<file path="config.mk">
export PLATFORM = sky130hd
export DESIGN_NAME = kway_merge_count_combiner
export DESIGN_NICKNAME = d
export VERILOG_FILES = /design/src/rtl/kmcc_pkg.sv /design/src/rtl/kmcc_ctrl.sv /design/src/rtl/kmcc_datapath.sv /design/src/rtl/kway_merge_count_combiner.sv
export SDC_FILE = /design/constraint.sdc
export NUM_CORES = 2
export LEC_CHECK = 0
export ABC_CLOCK_PERIOD_IN_PS = 9300
export BUFFER_PORTS_ARGS = -buffer_cell sky130_fd_sc_hd__buf_4
export CAP_MARGIN = 10
export CORE_UTILIZATION = 42
export CTS_BUF_LIST = sky130_fd_sc_hd__clkbuf_8 sky130_fd_sc_hd__clkbuf_16
export CTS_CLUSTER_SIZE = 10
export DETAILED_ROUTE_END_ITERATION = 8
export GPL_TIMING_DRIVEN = 1
export SLEW_MARGIN = 20
export SYNTH_ARGS = -nofsm -noshare
export SYNTH_HDL_FRONTEND = slang
export SYNTH_SLANG_ARGS = --single-unit
</file>
<file path="constraint.sdc">
create_clock -name clock -period 9.3 [get_ports clock]
set_input_delay 0.465 -clock clock [delete_from_list [all_inputs] [get_ports clock]]
set_output_delay 0.465 -clock clock [all_outputs]
set_load 0.02 [all_outputs]
</file>
<file path="src/rtl/kmcc_pkg.sv">
// Shared types and constants for the k-way merge count combiner.
package kmcc_pkg;

   localparam int CSR_DATA_W  = 32;
   localparam int CSR_IDX_W   = 2;
   localparam int MIN_COUNT_W = 32;
   localparam int LISTS_W     = 5;

   localparam logic [CSR_IDX_W-1:0] REG_MIN_COUNT = 2'd0;
   localparam logic [CSR_IDX_W-1:0] REG_LISTS     = 2'd1;

   localparam logic [LISTS_W-1:0] LISTS_RESET = 5'd2;

   localparam logic CMD_ELEM = 1'b0;
   localparam logic CMD_END  = 1'b1;

   typedef struct packed {
      logic take;
      logic scan_start;
      logic scan_step;
      logic post_idle;
      logic post_merge;
   } ctl_cmd_type;

   typedef struct packed {
      logic merge_ready;
      logic scan_last;
      logic out_free;
   } dp_status_type;

endpackage

</file>
<file path="src/rtl/kmcc_ctrl.sv">
// Controller state machine: sequences word intake, head scan and result posting.
module kmcc_ctrl
   import kmcc_pkg::*;
(
   input  logic          clock,
   input  logic          reset,
   input  logic          req_valid,
   output logic          req_stall,
   input  dp_status_type sts,
   output ctl_cmd_type   cmd
);

   typedef enum logic [1:0] {
      ST_IDLE,
      ST_EVAL,
      ST_SCAN,
      ST_FINISH
   } state_type;

   state_type state_ff;
   state_type state_in;

   assign req_stall = reset || (state_ff != ST_IDLE);

   always_comb begin
      state_in = state_ff;
      cmd      = '0;
      case (state_ff)
         ST_IDLE: begin
            if (req_valid && !req_stall) begin
               cmd.take = 1'b1;
               state_in = ST_EVAL;
            end
         end
         ST_EVAL: begin
            if (sts.merge_ready) begin
               cmd.scan_start = 1'b1;
               state_in       = ST_SCAN;
            end else if (sts.out_free) begin
               cmd.post_idle = 1'b1;
               state_in      = ST_IDLE;
            end
         end
         ST_SCAN: begin
            cmd.scan_step = 1'b1;
            if (sts.scan_last) begin
               state_in = ST_FINISH;
            end
         end
         ST_FINISH: begin
            if (sts.out_free) begin
               cmd.post_merge = 1'b1;
               state_in       = ST_IDLE;
            end
         end
         default: begin
            state_in = ST_IDLE;
         end
      endcase
   end

   always_ff @(posedge clock) begin
      if (reset) begin
         state_ff <= ST_IDLE;
      end else begin
         state_ff <= state_in;
      end
   end

endmodule

</file>
<file path="src/rtl/kmcc_datapath.sv">
// Datapath: list heads, config registers, min/sum scan unit and output word register.
module kmcc_datapath
   import kmcc_pkg::*;
#(
   parameter int MAX_LISTS  = 16,
   parameter int KEY_BITS   = 62,
   parameter int COUNT_BITS = 32
) (
   input  logic                          clock,
   input  logic                          reset,
   input  ctl_cmd_type                   cmd,
   output dp_status_type                 sts,
   input  logic                          csr_we,
   input  logic [CSR_IDX_W-1:0]          csr_index,
   input  logic [CSR_DATA_W-1:0]         csr_wdata,
   input  logic                          req_cmd,
   input  logic [$clog2(MAX_LISTS)-1:0]  req_list_id,
   input  logic [KEY_BITS-1:0]           req_key_in,
   input  logic [COUNT_BITS-1:0]         req_count_in,
   output logic                          rsp_valid,
   input  logic                          rsp_stall,
   output logic                          rsp_emit_valid,
   output logic [KEY_BITS-1:0]           rsp_key_out,
   output logic [COUNT_BITS-1:0]         rsp_count_out,
   output logic                          rsp_dropped,
   output logic [MAX_LISTS-1:0]          rsp_refill_mask,
   output logic                          rsp_all_done
);

   localparam int ID_W  = $clog2(MAX_LISTS);
   localparam int CNT_W = $clog2(MAX_LISTS + 1);
   localparam int CMP_W = (COUNT_BITS > MIN_COUNT_W) ? COUNT_BITS : MIN_COUNT_W;

   logic [MIN_COUNT_W-1:0] min_count_ff;
   logic [LISTS_W-1:0]     lists_ff;

   logic [KEY_BITS-1:0]    head_key_ff   [MAX_LISTS];
   logic [COUNT_BITS-1:0]  head_count_ff [MAX_LISTS];

   logic [MAX_LISTS-1:0]   present_ff, present_in;
   logic [MAX_LISTS-1:0]   ended_ff, ended_in;
   logic [MAX_LISTS-1:0]   match_ff, match_in;
   logic [ID_W-1:0]        idx_ff, idx_in;
   logic                   found_ff, found_in;
   logic [KEY_BITS-1:0]    best_ff, best_in;
   logic [COUNT_BITS-1:0]  sum_ff, sum_in;
   logic                   rsp_valid_ff, rsp_valid_in;

   logic                   rsp_emit_valid_ff;
   logic [KEY_BITS-1:0]    rsp_key_out_ff;
   logic [COUNT_BITS-1:0]  rsp_count_out_ff;
   logic                   rsp_dropped_ff;
   logic [MAX_LISTS-1:0]   rsp_refill_mask_ff;
   logic                   rsp_all_done_ff;

   logic [CNT_W-1:0]       n_active;
   logic [MAX_LISTS-1:0]   act;
   logic [MAX_LISTS-1:0]   live;
   logic [MAX_LISTS-1:0]   waiting;
   logic [MAX_LISTS-1:0]   pres_after;
   logic [MAX_LISTS-1:0]   idx_bit;
   logic                   id_ok;
   logic                   take_ok;
   logic [KEY_BITS-1:0]    scan_key;
   logic [COUNT_BITS-1:0]  scan_count;
   logic [COUNT_BITS:0]    sum_ext;
   logic [COUNT_BITS-1:0]  sum_sat;
   logic                   pass;
   logic                   post;

   // active list count, clamped to [2, MAX_LISTS]
   always_comb begin
      if (lists_ff < LISTS_W'(2)) begin
         n_active = CNT_W'(2);
      end else if (32'(lists_ff) > MAX_LISTS) begin
         n_active = CNT_W'(MAX_LISTS);
      end else begin
         n_active = CNT_W'(lists_ff);
      end
   end

   always_comb begin
      for (int i = 0; i < MAX_LISTS; i++) begin
         act[i] = (CNT_W'(i) < n_active);
      end
   end

   assign live    = act & present_ff;
   assign waiting = act & ~present_ff & ~ended_ff;
   assign idx_bit = MAX_LISTS'(1) << idx_ff;

   assign id_ok   = CNT_W'(req_list_id) < n_active;
   assign take_ok = cmd.take && id_ok && !present_ff[req_list_id] && !ended_ff[req_list_id];

   assign scan_key   = head_key_ff[idx_ff];
   assign scan_count = head_count_ff[idx_ff];
   assign sum_ext    = {1'b0, sum_ff} + {1'b0, scan_count};
   assign sum_sat    = sum_ext[COUNT_BITS] ? {COUNT_BITS{1'b1}} : sum_ext[COUNT_BITS-1:0];

   assign pass       = CMP_W'(sum_ff) >= CMP_W'(min_count_ff);
   assign post       = cmd.post_idle || cmd.post_merge;
   assign pres_after = cmd.post_merge ? (present_ff & ~match_ff) : present_ff;

   assign sts.merge_ready = (waiting == '0) && (live != '0);
   assign sts.scan_last   = CNT_W'(idx_ff) == (n_active - CNT_W'(1));
   assign sts.out_free    = !rsp_valid_ff || !rsp_stall;

   always_comb begin
      present_in   = present_ff;
      ended_in     = ended_ff;
      match_in     = match_ff;
      idx_in       = idx_ff;
      found_in     = found_ff;
      best_in      = best_ff;
      sum_in       = sum_ff;
      rsp_valid_in = rsp_valid_ff && rsp_stall;

      if (take_ok) begin
         if (req_cmd == CMD_END) begin
            ended_in[req_list_id] = 1'b1;
         end else begin
            present_in[req_list_id] = 1'b1;
         end
      end

      if (cmd.scan_start) begin
         idx_in   = '0;
         found_in = 1'b0;
         match_in = '0;
         best_in  = '0;
         sum_in   = '0;
      end

      if (cmd.scan_step) begin
         idx_in = idx_ff + ID_W'(1);
         if (live[idx_ff]) begin
            if (!found_ff || (scan_key < best_ff)) begin
               found_in = 1'b1;
               best_in  = scan_key;
               sum_in   = scan_count;
               match_in = idx_bit;
            end else if (scan_key == best_ff) begin
               sum_in   = sum_sat;
               match_in = match_ff | idx_bit;
            end
         end
      end

      if (cmd.post_merge) begin
         present_in = present_ff & ~match_ff;
      end

      if (post) begin
         rsp_valid_in = 1'b1;
      end
   end

   always_ff @(posedge clock) begin
      if (reset) begin
         min_count_ff <= '0;
         lists_ff     <= LISTS_RESET;
         present_ff   <= '0;
         ended_ff     <= '0;
         match_ff     <= '0;
         idx_ff       <= '0;
         found_ff     <= 1'b0;
         rsp_valid_ff <= 1'b0;
      end else begin
         if (csr_we && (csr_index == REG_MIN_COUNT)) begin
            min_count_ff <= csr_wdata[MIN_COUNT_W-1:0];
         end
         if (csr_we && (csr_index == REG_LISTS)) begin
            lists_ff <= csr_wdata[LISTS_W-1:0];
         end
         present_ff   <= present_in;
         ended_ff     <= ended_in;
         match_ff     <= match_in;
         idx_ff       <= idx_in;
         found_ff     <= found_in;
         rsp_valid_ff <= rsp_valid_in;
      end
   end

   always_ff @(posedge clock) begin
      best_ff <= best_in;
      sum_ff  <= sum_in;
      if (take_ok && (req_cmd == CMD_ELEM)) begin
         head_key_ff[req_list_id]   <= req_key_in;
         head_count_ff[req_list_id] <= req_count_in;
      end
      if (post) begin
         rsp_emit_valid_ff  <= cmd.post_merge && pass;
         rsp_dropped_ff     <= cmd.post_merge && !pass;
         rsp_key_out_ff     <= cmd.post_merge ? best_ff : '0;
         rsp_count_out_ff   <= cmd.post_merge ? sum_ff : '0;
         rsp_refill_mask_ff <= act & ~pres_after & ~ended_ff;
         rsp_all_done_ff    <= ((ended_ff & act) == act) && ((pres_after & act) == '0);
      end
   end

   assign rsp_valid       = rsp_valid_ff;
   assign rsp_emit_valid  = rsp_emit_valid_ff;
   assign rsp_key_out     = rsp_key_out_ff;
   assign rsp_count_out   = rsp_count_out_ff;
   assign rsp_dropped     = rsp_dropped_ff;
   assign rsp_refill_mask = rsp_refill_mask_ff;
   assign rsp_all_done    = rsp_all_done_ff;

   a_merge_has_match: assert property (@(posedge clock) disable iff (reset)
      cmd.post_merge |-> (match_ff != '0))
      else $error("merge posted with no matching head");

   a_consumed_cleared: assert property (@(posedge clock) disable iff (reset)
      cmd.post_merge |=> ((present_ff & $past(match_ff)) == '0))
      else $error("consumed head still present");

   a_emit_drop_excl: assert property (@(posedge clock) disable iff (reset)
      rsp_valid_ff |-> !(rsp_emit_valid_ff && rsp_dropped_ff))
      else $error("word both emitted and dropped");

   a_done_no_refill: assert property (@(posedge clock) disable iff (reset)
      (rsp_valid_ff && rsp_all_done_ff) |-> (rsp_refill_mask_ff == '0))
      else $error("refill requested after all lists done");

endmodule

</file>
<file path="src/rtl/kway_merge_count_combiner.sv">
// K-way merge of sorted key/count lists with duplicate-count reduction.
//
// req_* channel: one word per list event (element or end mark for req_list_id),
// taken when req_valid is high and req_stall is low. rsp_* channel: one result
// word per request word, taken when rsp_valid is high and rsp_stall is low.
// csr_* port: csr_we writes csr_wdata to register csr_index (0 = min_count,
// 1 = lists_in_use); write only while idle.
// Sequence: a word that triggers no merge is evaluated and its result posted to
// the output register. A merge scans the n active list heads one per cycle
// through a single key comparator and saturating adder, then posts the merged
// result (n = lists_in_use clamped to 2..MAX_LISTS). The next request word can
// be taken in the same cycle in which the previous result appears in the
// output register.
// A held result stays in the output register while rsp_stall is high; a new
// request can still be taken, and its result waits until the register frees.
// Reset (synchronous) clears all heads and end marks, sets min_count to 0 and
// lists_in_use to 2; req_stall is high while reset is asserted.
module kway_merge_count_combiner
   import kmcc_pkg::*;
#(
   parameter int MAX_LISTS  = 16,
   parameter int KEY_BITS   = 62,
   parameter int COUNT_BITS = 32
) (
   input  logic                          clock,
   input  logic                          reset,
   input  logic                          csr_we,
   input  logic [CSR_IDX_W-1:0]          csr_index,
   input  logic [CSR_DATA_W-1:0]         csr_wdata,
   input  logic                          req_valid,
   output logic                          req_stall,
   input  logic                          req_cmd,
   input  logic [$clog2(MAX_LISTS)-1:0]  req_list_id,
   input  logic [KEY_BITS-1:0]           req_key_in,
   input  logic [COUNT_BITS-1:0]         req_count_in,
   output logic                          rsp_valid,
   input  logic                          rsp_stall,
   output logic                          rsp_emit_valid,
   output logic [KEY_BITS-1:0]           rsp_key_out,
   output logic [COUNT_BITS-1:0]         rsp_count_out,
   output logic                          rsp_dropped,
   output logic [MAX_LISTS-1:0]          rsp_refill_mask,
   output logic                          rsp_all_done
);

   ctl_cmd_type   cmd;
   dp_status_type sts;

   kmcc_ctrl u_ctrl (
      .clock     (clock),
      .reset     (reset),
      .req_valid (req_valid),
      .req_stall (req_stall),
      .sts       (sts),
      .cmd       (cmd)
   );

   kmcc_datapath #(
      .MAX_LISTS  (MAX_LISTS),
      .KEY_BITS   (KEY_BITS),
      .COUNT_BITS (COUNT_BITS)
   ) u_datapath (
      .clock           (clock),
      .reset           (reset),
      .cmd             (cmd),
      .sts             (sts),
      .csr_we          (csr_we),
      .csr_index       (csr_index),
      .csr_wdata       (csr_wdata),
      .req_cmd         (req_cmd),
      .req_list_id     (req_list_id),
      .req_key_in      (req_key_in),
      .req_count_in    (req_count_in),
      .rsp_valid       (rsp_valid),
      .rsp_stall       (rsp_stall),
      .rsp_emit_valid  (rsp_emit_valid),
      .rsp_key_out     (rsp_key_out),
      .rsp_count_out   (rsp_count_out),
      .rsp_dropped     (rsp_dropped),
      .rsp_refill_mask (rsp_refill_mask),
      .rsp_all_done    (rsp_all_done)
   );

endmodule
</file>
# Word level (Yosys, flattened, before mapping)
# Memories as Yosys holds them, arrays and structs flattened. A register that Yosys moved wholly into a read port is not among the register bits.
# Cells that the tools add are included.
# op_classes
mul,0
order_cmp,24
addsub,3
div,0
n_shift,1
n_reduce_logical,35
n_mux,56
eq_ne,10
bitwise,16
# ops
cell,n
$mux 62,4
$mux 32,6
$mux 16,9
$and 16x16->16,8
$not 16->16,4
$eq 62x62->1,1
$lt 62x62->1,1
$or 16x16->16,3
$lt 4x5->1 const A,8
$add 32x32->33,1
$ge 32x32->1,1
$logic_not 16->1,2
$mux 4,6
$lt 3x5->1 const A,4
$mux 1,20
$eq 16x16->1,1
$reduce_bool 16->1,1
$shl 1x4->16 const A,1
$logic_and 1x1->1,13
$bmux 1 s4,3
$lt 1x5->1 const A,2
$lt 2x5->1 const A,2
$lt 4x5->1 const B,2
$mux 5,2
other kinds (20),40
# word_totals
register_bits,300
rom_bits,0
mem_count,2
elab_cells,164
latch_bits,0
ramBits,1504
out_inout_bits,115
# memory_table
name,words,width,read_ports,rd_clocked_by_memory_dff,wr,line,rtl
u_datapath.head_key_ff,16,62,1,1,1,kmcc_datapath.sv:37,logic [KEY_BITS-1:0] head_key_ff [MAX_LISTS];
u_datapath.head_count_ff,16,32,1,1,1,kmcc_datapath.sv:38,logic [COUNT_BITS-1:0] head_count_ff [MAX_LISTS];

# Depth between registers and ports, before layout
# depth
depth_word,15
ltp_mapped,20
mapped_depth_nobuf,14

# By module
# From an unflattened synthesis, not the netlist that was laid out.
# hier_totals
hier_cells,3900
area_unflattened_um2,72861.1
# modules_own_cells
mod,area_per_inst_um2,n_inst,seq_area_each_um2,cells_per_inst
kmcc_datapath,72707.2,1,52340.2,3884
kmcc_ctrl,153.9,1,40.0,16

# Least setup slack after synthesis
# OpenSTA, ideal clock, no wires.
# synth_timing
path_type,register to register
from,register u_datapath.lists_ff[4]
to,register u_datapath.rsp_all_done_ff (netlist: u_datapath.rsp_all_done) (enable)
t_arrival_ns,7.344
setup_slack_ns,1.368
path_stages_with_launch,13
path_buffers,4
cell_sequence,dfxtp_1 > buf_6 > buf_6 > buf_2 > clkbuf_1 > o21bai_1 > ha_1 > nor4b_4 > or2b_1 > nand3_1 > or4_1 > o211a_1 > nor2_1
# synth_via
elab_chain_cells,11
# synth_lines
item,line,rtl
from (decl),kmcc_datapath.sv:35,logic [LISTS_W-1:0] lists_ff;
from (signal assigned),kmcc_datapath.sv:173,lists_ff <= csr_wdata[LISTS_W-1:0];
$gt 5x5->1,kmcc_datapath.sv:75,end else if (32'(lists_ff) > MAX_LISTS) begin
$mux 5,kmcc_datapath.sv:75,
$mux 5 *,kmcc_datapath.sv:73,if (lists_ff < LISTS_W'(2)) begin
$lt 1x5->1 (tied with other cells),kmcc_datapath.sv:84,act[i] = (CNT_W'(i) < n_active);
$and 16x16->16 (2 in series),kmcc_datapath.sv:89,assign waiting = act & ~present_ff & ~ended_ff;
$logic_not 16->1,kmcc_datapath.sv:104,assign sts.merge_ready = (waiting == '0) && (live != '0);
$logic_and 1x1->1 *,kmcc_datapath.sv:104,
$mux 1 *,kmcc_ctrl.sv:36,if (sts.merge_ready) begin
$mux 1 *,kmcc_ctrl.sv:28,case (state_ff)
$logic_or 1x1->1 *,kmcc_datapath.sv:101,assign post = cmd.post_idle || cmd.post_merge;
net u_datapath.post,kmcc_datapath.sv:69,logic post;
to (signal assigned),kmcc_datapath.sv:197,rsp_all_done_ff <= ((ended_ff & act) == act) && ((pres_after & act) == '0);
to (decl),kmcc_datapath.sv:54,logic rsp_all_done_ff;
# The timed path passes the listed nets; every way through them passes the cells marked *.
# A chain may end at the register's enable or synchronous reset.

==> results.md <==
* FILL cells at 14100
* Status: finished clean
* Die width at 419 µm
* Int Power at 13.2 mW
* Die height at 419 µm
* Hold buffers post-CTS at 129
* Ys Warns at 0
* CP required at 10.06 ns
* I/O Buffers at 252
* Synth area leaders: edfxtp_1 67%, mux4_2 14%, dfxtp_1 5.2%, ha_1 2.4%, nand2_1 1.5%
* Syn Area/Cell at 18.3 µm²
* Maxcap violations at 0
* Multi-input logic area at 19400 µm²
* Part of the power in registers at 53.7%
* Initial antenna violation count at 20
* Worst rel slew slack at 26.7%
* Library cells used by synthesis at 86
* Total Neg Setup Slack at 0 ns
* RSZ-0062 raised after global routing: no
* IR drop worst, VDD at 0.000164 V
* Seq/Total Area, Yosys at 71.8%
* Die Area at 175000 µm²
* Hold Path Class: input port to register
* Multiplexer area fraction after synthesis at 14.6%
* Largest net degree at the start of global routing at 141
* Area share of xor/xnor cells in the synthesized design at 0.324%
* Vias in the first global route at 39300
* Core region area at 172000 µm²
* CTS Sinks at 1808
* RePlAce Congestion at 0.894
* Via count of the routed design at 39400
* CP Launch Type: register
* Syn_nets at 4259
* H-tree Lvls at 4
* Synthesized area at 72900 µm²
* Post-detail-place hpwl at 106000 µm
* CTS tree: yes
* Initial Util at 42.4%
* Post-DRT Antenna Nets at 0
* Final Cell Area at 85000 µm²
* Critical path type: register to register
* Lkg Pwr at 27.7 nW
* TritonCTS Buffers at 202
* Synth top cells by count: 1617 x edfxtp_1, 469 x mux4_2, 289 x nand2_1
* Crit end category: register
* WL per Instance at 27.5 µm
* Crit-path max FO at 140
* Detailed Route Iter0 Violations at 4005
* Grt total ovfl at 0
* Switch share at 21.3%
* Max Root-Sink Buffers at 3
* Post-synth top area share at 66.6%
* Crit-path cells: buf_12, mux4_2, mux4_2, ha_1, nand4_1, nor4_1, nand4bb_1, a211oi_1, o31ai_1, nand3_4, buf_4, and3_1, a22o_1
* Adder-cell share of the synthesized area at 2.38%
* Post-Route WL at 190000 µm
* # IOs at 253
* CTS Root Cell: clkbuf_16
* Final Hold Viols at 0
* Complex-gate fraction of the synthesized area at 4.40%
* Gate family responsible for the most delay along the worst path: simple AND/OR/NAND/NOR gates
* Final period util at 72.8%
* Critical Path Max Stage Delay at 0.80 ns
* Top_reg_cell synth: edfxtp_1
* Cell taking the most area after synthesis: edfxtp_1
* DR pass1 iterations at 8
* # Post-CTS Setup Buffers at 0
* # DRC at 0
* First-pass GRT wire length at 275000 µm
* Switching power at 3.57 mW
* Setup Skew at 0.0332 ns
* Placed cell area at 77800 µm²
* Power share of the clock group at 42.3%
* Area growth from synthesis to layout at 16.5%
* Gates resized, CTS repair at 0
* Pwr/cell area at 197 nW/µm²
* Fmax achieved at 148 MHz
* WP data arrival at 7.53 ns
* Post-synthesis register bit count at 1808
* GRT Total Usage at 21.6%
* FP Rows at 152
* Async S/R FF share, synth at 0%
* Most used cell, CP: mux4_2
* Combined flip-flop and latch cell area at 52400 µm²
* Most frequent cell after synthesis: edfxtp_1
* Tmin final at 6.77 ns
* Worst Tran Pin Value at 1.09 ns
* Setup Viol. Count Final at 0
* Clk_lat worst skew at 0.84 ns
* Nets at 4715
* CP bufs+invs at 2
* Post-synth EDFFs at 1617
* Max Slew Vio Count at 0
* Crit path max-delay cell type: buf_4
* Layout cells sized above 1 at 23.3%
* Combinational Power Share at 4.0%
* Largest family of logic cells by synthesized area: multiplexers
* Clock Pin Slew Worst Setup and Hold Paths at 0.06 ns
* Post-Synth Simple-Gate Area at 4.56%
* Syn Inst Count at 3983
* Via/cell ratio at 5.71
## power groups by stage
stage          clock network, mW  registers [mW]  logic [mW]
4_1_cts                     7.22            8.99       0.674
2_1_floorplan                  0            9.17       0.308
3_3_place_gp                   0            9.16       0.606
5_1_grt                     7.53            9.00       0.739
6_report                    7.08            8.99       0.672
3_5_place_dp                   0            9.16       0.618
## through the flow
stage               instances  setup slack [ns]  utilization [%]  hold WS (ns)  power, mW
floorplan                3983              1.37                -         0.434       9.48
global placement         6414              2.45             45.2         0.441       9.76
detailed placement       6416              2.44             45.2         0.445       9.78
CTS                      6881              2.41             49.4        0.0370       16.9
global route             6886              2.19             49.4        0.0695       17.3
finish                   6889              2.53             49.4        0.0917       16.7
## cell families (layout without fill, tap and decap cells)
kind of cell | Yosys count | in the layout
AND/OR/NAND/NOR | 721 | 721
other | 0 | 8
AO/OA/AOI/OAI | 477 | 477
XOR/XNOR | 27 | 27
buffers and inverters | 334 | 922
multiplexers | 478 | 478
flip-flops | 1808 | 1808
adder cells (fa/ha/maj) | 138 | 138
## layout by cell type (no fill, tap or decap), drive strengths merged, types with 9 or more instances in the layout
master       instances
dlygate4sd3        129
buf                330
nand3               93
a22o                12
and2                39
xnor2               14
nor3                44
inv                246
xor2                13
clkbuf             206
a21oi              156
nor2               151
ha                 137
o22ai               21
o211ai               9
o31ai                9
a221o               25
o21a                18
clkinv               9
nand2              289
a211oi              36
nand4               25
a21o                40
edfxtp            1617
dfxtp              191
nor2b               10
nor4                 9
a31oi               14
or3                 16
nand2b              12
o21ai               59
mux4               469
## cell type report
| cell class | instances | share of cell area (%) |
|---|---|---|
| Clock inverter | 130 | 0.814 |
| Antenna cell | 8 | 0.0236 |
| Sequential cell | 1808 | 61.7 |
| Inverter | 127 | 0.564 |
| Tap cell | 2310 | 3.40 |
| Multi-Input combinational cell | 1841 | 22.8 |
| Timing Repair Buffer | 459 | 4.70 |
| Clock buffer | 206 | 6.04 |
## registers in the layout, indices dropped and copies added, names as in the netlist, 2 cells and up, named ones only
register	cells
u_ctrl.state_ff	2
u_datapath.best_ff	62
u_datapath.ended_ff	16
u_datapath.head_count_ff	512
u_datapath.head_key_ff	992
u_datapath.idx_ff	4
u_datapath.lists_ff	5
u_datapath.match_ff	16
u_datapath.min_count_ff	32
u_datapath.present_ff	16
u_datapath.rsp_count_out	32
u_datapath.rsp_key_out	62
u_datapath.rsp_refill_mask	16
u_datapath.sum_ff	32
## path summary, 6_finish.rpt
kind	startpoint	endpoint	slack, ns	cells past startpoint
max	register	u_datapath.match_ff[5]	2.53	13
min	req_valid	u_ctrl.state_ff[0]	0.09	4
max reg2reg	register	u_datapath.match_ff[5]	2.53	13
min reg2reg	u_datapath.best_ff[40]	u_datapath.best_ff[40]	0.45	2
## per-layer routing
metal  track usage (%)  routed length, µm  part of all wire [%]  up-vias
met5                 0                 64                 0.034        -
met4              4.95               3590                   1.9       10
met3              3.40              11800                   6.2      251
met2              35.4              92500                    49     1447
met1              30.5              81500                    43    20700
li1                  -                  -                     -    17000
## worst reg2reg max path: stages (launching register included)
cell	delay (ns)
dfxtp_4	0.77
buf_12	0.67
mux4_2	0.68
mux4_2	0.53
ha_1	0.32
nand4_1	0.15
nor4_1	0.76
nand4bb_1	0.48
a211oi_1	0.34
o31ai_1	0.20
nand3_4	0.16
buf_4	0.80
and3_1	0.66
a22o_1	0.22
Power figures use the tool's default switching activity.
